## config.mk

```make
export PLATFORM = sky130hd
export DESIGN_NAME = priority_interrupt_controller
export DESIGN_NICKNAME = d
export VERILOG_FILES = /design/src/design/pic_pkg.sv /design/src/design/pic_select.sv /design/src/design/pic_core.sv /design/src/design/priority_interrupt_controller.sv
export SDC_FILE = /design/constraint.sdc
export NUM_CORES = 2
export LEC_CHECK = 0
export BUFFER_PORTS_ARGS = -buffer_cell sky130_fd_sc_hd__buf_2
export CAP_MARGIN = 20
export CORE_ASPECT_RATIO = 2
export CORE_MARGIN = 2
export CORE_UTILIZATION = 35
export DETAILED_ROUTE_END_ITERATION = 10
export PLACE_DENSITY = 0.56
export SYNTH_ARGS = -nofsm -noshare
export SYNTH_HDL_FRONTEND = slang
export SYNTH_SLANG_ARGS = --single-unit
```

## constraint.sdc

```tcl
create_clock -name clk_i -period 31.7 [get_ports clk_i]
set_clock_uncertainty 0.05 [all_clocks]
set_input_delay 6.34 -clock clk_i [delete_from_list [all_inputs] [get_ports clk_i]]
set_output_delay 6.34 -clock clk_i [all_outputs]
set_load 0.02 [all_outputs]
```

## src/design/pic_pkg.sv

```systemverilog
package pic_pkg;

  // line count and derived widths
  localparam int unsigned NUM_LINES    = 32;
  localparam int unsigned PRIO_ENTRIES = 32;
  localparam int unsigned LINE_IDX_W   = 5;
  localparam int unsigned PRIO_W       = 3;
  localparam int unsigned LIMIT_W      = 4;
  localparam int unsigned TREE_LEVELS  = 5;

  localparam logic [31:0]        LINE_MASK   = 32'hFFFF_FFFF >> (32 - NUM_LINES);
  localparam logic [LIMIT_W-1:0] LIMIT_RESET = 4'd8;

  // operation codes
  localparam logic [1:0] OP_READ  = 2'd0;
  localparam logic [1:0] OP_WRITE = 2'd1;
  localparam logic [1:0] OP_LINE  = 2'd2;
  localparam logic [1:0] OP_NOP   = 2'd3;

  // register groups
  localparam logic [1:0] GRP_IRQ   = 2'd0;
  localparam logic [1:0] GRP_FIQ   = 2'd1;
  localparam logic [1:0] GRP_SETUP = 2'd2;
  localparam logic [1:0] GRP_PRIO  = 2'd3;

  // output group registers
  localparam logic [7:0] REG_PEND_MASKED = 8'h00;
  localparam logic [7:0] REG_PEND        = 8'h04;
  localparam logic [7:0] REG_EN_SET      = 8'h08;
  localparam logic [7:0] REG_EN_CLR      = 8'h0C;
  localparam logic [7:0] REG_CURRENT     = 8'h20;
  localparam logic [7:0] REG_ACK         = 8'h24;
  localparam logic [7:0] REG_END         = 8'h28;
  localparam logic [7:0] REG_LIMIT       = 8'h2C;

  // line setup registers
  localparam logic [7:0] REG_POLARITY = 8'h00;
  localparam logic [7:0] REG_STICKY   = 8'h04;
  localparam logic [7:0] REG_SPARE    = 8'h08;

  typedef logic [PRIO_ENTRIES-1:0][PRIO_W-1:0] prio_arr_t;

  typedef struct packed {
    logic [1:0]  op;
    logic [9:0]  reg_addr;
    logic [31:0] write_data;
    logic [4:0]  line_number;
    logic        line_level;
  } pic_req_t;

  typedef struct packed {
    logic [31:0] read_data;
    logic        bad_access;
    logic        irq_request;
    logic        fiq_request;
  } pic_rsp_t;

  // winner of the priority select
  typedef struct packed {
    logic                  found;
    logic [LINE_IDX_W-1:0] idx;
    logic [PRIO_W-1:0]     prio;
  } sel_t;

endpackage

```

## src/design/pic_select.sv

```systemverilog
module pic_select (
  input  logic [31:0]         cand_i,
  input  pic_pkg::prio_arr_t  prio_i,
  input  logic [3:0]          limit_i,
  output pic_pkg::sel_t       sel_o
);
  import pic_pkg::*;

  sel_t lvl [0:TREE_LEVELS][0:PRIO_ENTRIES-1];

  // compare tree, left node wins on equal priority
  always_comb begin
    sel_t a;
    sel_t b;
    for (int l = 0; l <= TREE_LEVELS; l++) begin
      for (int i = 0; i < PRIO_ENTRIES; i++) begin
        lvl[l][i] = '0;
      end
    end
    for (int i = 0; i < PRIO_ENTRIES; i++) begin
      lvl[0][i].found = cand_i[i] && ({1'b0, prio_i[i]} < limit_i);
      lvl[0][i].idx   = LINE_IDX_W'(i);
      lvl[0][i].prio  = prio_i[i];
    end
    for (int l = 0; l < TREE_LEVELS; l++) begin
      for (int j = 0; j < (PRIO_ENTRIES >> (l + 1)); j++) begin
        a = lvl[l][2*j];
        b = lvl[l][2*j+1];
        if (b.found && (!a.found || (b.prio < a.prio))) begin
          lvl[l+1][j] = b;
        end else begin
          lvl[l+1][j] = a;
        end
      end
    end
  end

  assign sel_o = lvl[TREE_LEVELS][0];

endmodule

```

## src/design/pic_core.sv

```systemverilog
module pic_core (
  input  logic              clk_i,
  input  logic              rst_ni,
  input  logic              fire_i,
  input  pic_pkg::pic_req_t req_i,
  output pic_pkg::pic_rsp_t rsp_o
);
  import pic_pkg::*;

  // controller state
  logic [31:0]                      active_q, active_d;
  logic [31:0]                      pol_q, pol_d;
  logic [31:0]                      sticky_q, sticky_d;
  logic [31:0]                      raw_prev_q, raw_prev_d;
  logic [31:0]                      edges_q, edges_d;
  logic [31:0]                      pend_q, pend_d;
  logic [1:0][31:0]                 en_q, en_d;
  logic [1:0][LIMIT_W-1:0]          lim_q, lim_d;
  logic [1:0][LIMIT_W-1:0]          sav_q, sav_d;
  prio_arr_t                        prio_q, prio_d;
  logic [1:0]                       irq_q, irq_d;

  logic [1:0]  grp;
  logic [7:0]  off;
  logic        gsel;
  logic [31:0] edges_pre;
  logic [31:0] rd;
  logic        bad;
  logic        do_eval;
  logic [1:0]  end_clr;
  logic [31:0] raw;
  logic [31:0] edges_eval;
  logic [31:0] pend_eval;
  sel_t        cur_sel [2];
  sel_t        new_sel [2];

  assign grp  = req_i.reg_addr[9:8];
  assign off  = req_i.reg_addr[7:0];
  assign gsel = grp[0];

  // current interrupt on present state for reads, on updated state for requests
  for (genvar g = 0; g < 2; g++) begin : g_sel
    pic_select u_cur (
      .cand_i  (pend_q & en_q[g] & LINE_MASK),
      .prio_i  (prio_q),
      .limit_i (lim_q[g]),
      .sel_o   (cur_sel[g])
    );
    pic_select u_new (
      .cand_i  (pend_eval & en_d[g] & LINE_MASK),
      .prio_i  (prio_d),
      .limit_i (lim_d[g]),
      .sel_o   (new_sel[g])
    );
  end

  // register access and line change decode
  always_comb begin
    active_d  = active_q;
    pol_d     = pol_q;
    sticky_d  = sticky_q;
    en_d      = en_q;
    lim_d     = lim_q;
    sav_d     = sav_q;
    prio_d    = prio_q;
    edges_pre = edges_q;
    rd        = '0;
    bad       = 1'b0;
    do_eval   = 1'b0;
    end_clr   = '0;
    if (fire_i) begin
      case (req_i.op)
        OP_READ: begin
          if (grp == GRP_IRQ || grp == GRP_FIQ) begin
            case (off)
              REG_PEND_MASKED: rd = pend_q & en_q[gsel];
              REG_PEND:        rd = pend_q;
              REG_EN_SET:      rd = en_q[gsel];
              REG_EN_CLR:      rd = en_q[gsel];
              REG_CURRENT:     rd = {27'd0, cur_sel[gsel].idx};
              REG_ACK: begin
                rd          = {27'd0, cur_sel[gsel].idx};
                sav_d[gsel] = lim_q[gsel];
                lim_d[gsel] = {1'b0, cur_sel[gsel].prio};
              end
              REG_END: begin
                rd            = {28'd0, sav_q[gsel]};
                end_clr[gsel] = !cur_sel[gsel].found;
              end
              REG_LIMIT:       rd = {28'd0, lim_q[gsel]};
              default:         bad = 1'b1;
            endcase
          end else if (grp == GRP_SETUP) begin
            case (off)
              REG_POLARITY: rd = pol_q;
              REG_STICKY:   rd = sticky_q;
              REG_SPARE:    rd = '0;
              default:      bad = 1'b1;
            endcase
          end else if (!off[7]) begin
            rd = {29'd0, prio_q[req_i.reg_addr[6:2]]};
          end else begin
            bad = 1'b1;
          end
        end
        OP_WRITE: begin
          if (grp == GRP_IRQ || grp == GRP_FIQ) begin
            case (off)
              REG_PEND: begin
                edges_pre = edges_q & ~req_i.write_data;
                do_eval   = 1'b1;
              end
              REG_EN_SET: begin
                en_d[gsel] = (en_q[gsel] | req_i.write_data) & LINE_MASK;
                do_eval    = 1'b1;
              end
              REG_EN_CLR: begin
                en_d[gsel] = en_q[gsel] & ~req_i.write_data;
                do_eval    = 1'b1;
              end
              REG_LIMIT: begin
                lim_d[gsel] = req_i.write_data[LIMIT_W-1:0];
                do_eval     = 1'b1;
              end
              default: bad = 1'b1;
            endcase
          end else if (grp == GRP_SETUP) begin
            case (off)
              REG_POLARITY: begin
                pol_d   = req_i.write_data & LINE_MASK;
                do_eval = 1'b1;
              end
              REG_STICKY: begin
                sticky_d = req_i.write_data & LINE_MASK;
                do_eval  = 1'b1;
              end
              REG_SPARE: bad = 1'b0;
              default:   bad = 1'b1;
            endcase
          end else if (!off[7]) begin
            prio_d[req_i.reg_addr[6:2]] = req_i.write_data[PRIO_W-1:0];
          end else begin
            bad = 1'b1;
          end
        end
        OP_LINE: begin
          if ({1'b0, req_i.line_number} < 6'(NUM_LINES)) begin
            active_d[req_i.line_number] = req_i.line_level;
          end
          do_eval = 1'b1;
        end
        default: begin
          rd = '0;
        end
      endcase
    end
  end

  // line evaluation on the updated setup
  assign raw        = (active_d ^ ~pol_d) & LINE_MASK;
  assign edges_eval = (edges_pre | (raw & ~raw_prev_q)) & LINE_MASK;
  assign pend_eval  = ((raw & ~sticky_d) | (edges_eval & sticky_d)) & LINE_MASK;

  always_comb begin
    raw_prev_d = raw_prev_q;
    edges_d    = edges_q;
    pend_d     = pend_q;
    if (do_eval) begin
      raw_prev_d = raw;
      edges_d    = edges_eval;
      pend_d     = pend_eval;
    end
    for (int g = 0; g < 2; g++) begin
      irq_d[g] = (irq_q[g] & ~end_clr[g]) | (do_eval & new_sel[g].found);
    end
  end

  // state registers
  always_ff @(posedge clk_i or negedge rst_ni) begin
    if (!rst_ni) begin
      active_q   <= '0;
      pol_q      <= LINE_MASK;
      sticky_q   <= '0;
      raw_prev_q <= '0;
      edges_q    <= '0;
      pend_q     <= '0;
      en_q       <= '0;
      lim_q      <= {LIMIT_RESET, LIMIT_RESET};
      sav_q      <= '0;
      prio_q     <= '0;
      irq_q      <= '0;
    end else begin
      active_q   <= active_d;
      pol_q      <= pol_d;
      sticky_q   <= sticky_d;
      raw_prev_q <= raw_prev_d;
      edges_q    <= edges_d;
      pend_q     <= pend_d;
      en_q       <= en_d;
      lim_q      <= lim_d;
      sav_q      <= sav_d;
      prio_q     <= prio_d;
      irq_q      <= irq_d;
    end
  end

  assign rsp_o.read_data   = rd;
  assign rsp_o.bad_access  = bad;
  assign rsp_o.irq_request = irq_d[0];
  assign rsp_o.fiq_request = irq_d[1];

endmodule

```

## src/design/priority_interrupt_controller.sv

```systemverilog
// Priority interrupt controller, 32 source lines, IRQ and FIQ outputs.
// Request channel (req_valid_i / req_ready_o / req_i): each request is a
// register read, a register write or a change of level on one source line.
// Response channel (rsp_valid_o / rsp_ready_i / rsp_o): exactly one
// response per request, in order, carrying the read data, the bad access
// flag and the IRQ and FIQ request levels after that request.
// Flow: an accepted request enters the input register, and its response is
// loaded into the response register once that one is free or being emptied.
// Throughput: one request per cycle while each response is taken at once;
// decode, state update and the 32-way priority compare trees all sit
// between the input register and the response register.
// Reset: all line setup, masks, priorities and requests return to their
// reset values (limits 8, polarity active high); both channels empty.
// Stall: while a response waits unaccepted the input register still takes
// one more request; once both are full req_ready_o drops until the
// receiver takes the response. Nothing is lost or repeated.
module priority_interrupt_controller (
  input  logic              clk_i,
  input  logic              rst_ni,
  input  logic              req_valid_i,
  output logic              req_ready_o,
  input  pic_pkg::pic_req_t req_i,
  output logic              rsp_valid_o,
  input  logic              rsp_ready_i,
  output pic_pkg::pic_rsp_t rsp_o
);
  import pic_pkg::*;

  logic     in_valid_q;
  pic_req_t in_q;
  logic     out_valid_q;
  pic_rsp_t out_q;
  logic     advance;
  pic_rsp_t rsp_next;

  // request moves on when the response slot is free or being emptied
  assign advance     = in_valid_q && (!out_valid_q || rsp_ready_i);
  assign req_ready_o = !in_valid_q || advance;

  pic_core u_core (
    .clk_i  (clk_i),
    .rst_ni (rst_ni),
    .fire_i (advance),
    .req_i  (in_q),
    .rsp_o  (rsp_next)
  );

  // input register
  always_ff @(posedge clk_i or negedge rst_ni) begin
    if (!rst_ni) begin
      in_valid_q <= 1'b0;
    end else if (req_valid_i && req_ready_o) begin
      in_valid_q <= 1'b1;
    end else if (advance) begin
      in_valid_q <= 1'b0;
    end
  end

  always_ff @(posedge clk_i) begin
    if (req_valid_i && req_ready_o) begin
      in_q <= req_i;
    end
  end

  // response register
  always_ff @(posedge clk_i or negedge rst_ni) begin
    if (!rst_ni) begin
      out_valid_q <= 1'b0;
    end else if (advance) begin
      out_valid_q <= 1'b1;
    end else if (rsp_ready_i) begin
      out_valid_q <= 1'b0;
    end
  end

  always_ff @(posedge clk_i) begin
    if (advance) begin
      out_q <= rsp_next;
    end
  end

  assign rsp_valid_o = out_valid_q;
  assign rsp_o       = out_q;

endmodule
```

==> impl_metrics.ini <==
[clock_tree]
clock-sinks = 457
cts_tree = done
cts_buffers = 42
cts-root-buf = clkbuf_16
max-clock-path-buffers = 3
insertion_delay_ps = 610
cts_setup_buffers = 0
holdBufCountCts = 0
h-tree-depth = 2
cts_resized = 0
clk_pin_slew_worst_paths_ps = 70

[die]
core_area_um2 = 106000
dieArea_um2 = 110000
rows = 169
chipWidth_um = 236
io_pins = 91
initial_core_util_pct = 35.3
chipHeight_um = 467

[logic_synthesis]
synthesis.nets = 4643
syn_area_per_cell_um2 = 8.81
netlist_instances = 4258
async_flop_share_pct = 81.4
synth_edf_count = 85
ys_types = 109
ys_top_cells_by_area = dfrtp_1 (23%), ha_1 (11%), edfxtp_1 (6.8%)
ys_ff_latch = 457
ys.flop_type = dfrtp_1
yosysWarnings = 0
yosysSeqAreaShare_pct = 31.7
synth_largest_area_cell = dfrtp_1
synth_top_area_share_pct = 22.5
syn-cell-area_um2 = 37500

[timing]
whs_ps = 420
period_share_pct = 44.2
finalHoldViolCount = 0
max_freq_ghz = 0.0714
fin_tns_setup_ps = 0
finalWorstSetupSlack_ps = 17700
worstMarginPinSlew_ps = 1330
slew_viol_final = 0
setup_viol = 0
max_slew_margin_pct = 11.3
period_needed_ps = 14000
rsz0062_at_grt = no

[final_layout]
drive_gt1_share_pct = 13.2
post-route-util_pct = 38.8
final_cell_mix = nand2_1 (599), dfrtp_1 (338), ha_1 (330), o21ai_0 (292), nor2_1 (232)
num-nets-final = 4702
layout.cells.non_filler = 5722
layout_commonest_cell = nand2_1
area_growth_pct = 9.89
fin_area_um2 = 41200

[critical_path]
crit_arrival_ps = 7610
path_class = in2out
crit_path_frequent_cell = buf_2
start_kind = input port
timing.rr.start = u_core.lim_q[6]
worst-path-max-fanout = 9
path_buf_inv = 2
critPathLaunch = rsp_ready_i
cp_slowest_cell = nor2b_1
worstPathRequired_ps = 25310
critPathCaptureType = output pin
path_cells = buf_2 -> nor2b_1 -> nand2_1 -> buf_2
crit_family = simple AND/OR/NAND/NOR gates
max_stage_delay_ps = 760

[drt]
routedWlPerCell_um = 29.4
drt_iter0_markers = 2827
drt_wl_total_um = 168000
dr.pass1.iters = 6
vias = 35800
ant_nets = 0
vias_per_cell = 6.26
drcViolationCount = 0

[global_route]
grt_pass1_vias = 35500
grt_pass1_wl_um = 242000
antenna_found_initial = 9
grt_max_degree = 95
grt_use_total_pct = 30.1
overflow = 0

[placed_design]
dp_slack_ps = 17700
dp_hpwl_um = 131000
place_area_um2 = 39800
dp_cells = 5638
globalplace.congestion = 1.10
io_buffers = 90

[power_and_ir_drop]
power_mw = 2.04
p_per_area_nw_per_um2 = 49.6
vdd_drop_max_uv = 48.1
power.leakage_nw = 18.4

[hold_path]
hold_path_startpoint = u_core.raw_prev_q[18]
min_path_type = reg2reg

[run_status]
status = completed

[job]
maxCapViolations = 0
## state kept, by name, indices dropped and copies added, names as in the netlist
| name | cells |
|---|---|
| u_core.irq_q | 2 |
| u_core.sav_q | 8 |
| u_core.lim_q | 8 |
| u_core.en_q | 64 |
| u_core.active_q | 32 |
| u_core.prio_q | 96 |
| in_q | 50 |
| u_core.sticky_q | 32 |
| rsp_valid_o | 1 |
| u_core.pend_q | 32 |
| u_core.pol_q | 32 |
| in_valid_q | 1 |
| u_core.edges_q | 32 |
| u_core.raw_prev_q | 32 |
| rsp_o | 35 |
## cell families after synthesis
group / after synthesis / share of synthesized area (%)
AND/OR/NAND/NOR: 1434 / 18.2
AO/OA/AOI/OAI: 1364 / 25.2
flip-flops: 457 / 31.7
buffers and inverters: 344 / 3.63
adder cells (fa/ha/maj): 336 / 11.2
multiplexers: 295 / 9.27
XOR/XNOR: 28 / 0.794
## cell type report
type / count / area [um^2]
Inverter: 184 / 691
Clock buffer: 51 / 1170
Fill cell: 10900 / 64900
Clock inverter: 27 / 263
Timing Repair Buffer: 175 / 1100
Tap cell: 1368 / 1710
Sequential cell: 457 / 11900
Multi-Input combinational cell: 3457 / 24400
Antenna cell: 3 / 7.51
## where the power goes
group	switching (mW)	leakage, nW	internal, mW	total [mW]
Combinational	0.506	12.3	0.266	0.772
Clock	0.251	0.693	0.291	0.542
Sequential	0.0670	5.42	0.663	0.730
Total	0.824	18.4	1.22	2.04
## synthesized netlist by cell type, drive strengths merged, types with 80 or more instances
library cell / n
edfxtp: 85
mux2i: 106
nor2: 232
nand3: 101
clkbuf: 108
nand2: 599
and2: 105
a21oi: 213
mux2: 165
o21ai: 305
ha: 331
dfrtp: 338
inv: 183
o211ai: 80
## per-layer routing
metal  vias up  share of wire [%]  GRT usage, %
li1      16200                  -             -
met1     17500                 35          31.2
met2      1467                 49          52.7
met3       631                5.1          3.45
met4         4                 11          29.0
met5         -              0.018             0
## worst paths after layout
check	endpoint	depth (start not counted)	slack [ps]
hold / removal	u_core.edges_q[18]	1	420
setup / recovery	req_ready_o	4	17700
min in group asynchronous	u_core.edges_q[10]	1	5600
setup reg to reg	rsp_o[0]	39	18330
hold reg to reg	u_core.edges_q[18]	1	420
max in group asynchronous	u_core.edges_q[29]	5	22340
No activity file was read; power rests on OpenSTA's default activity.
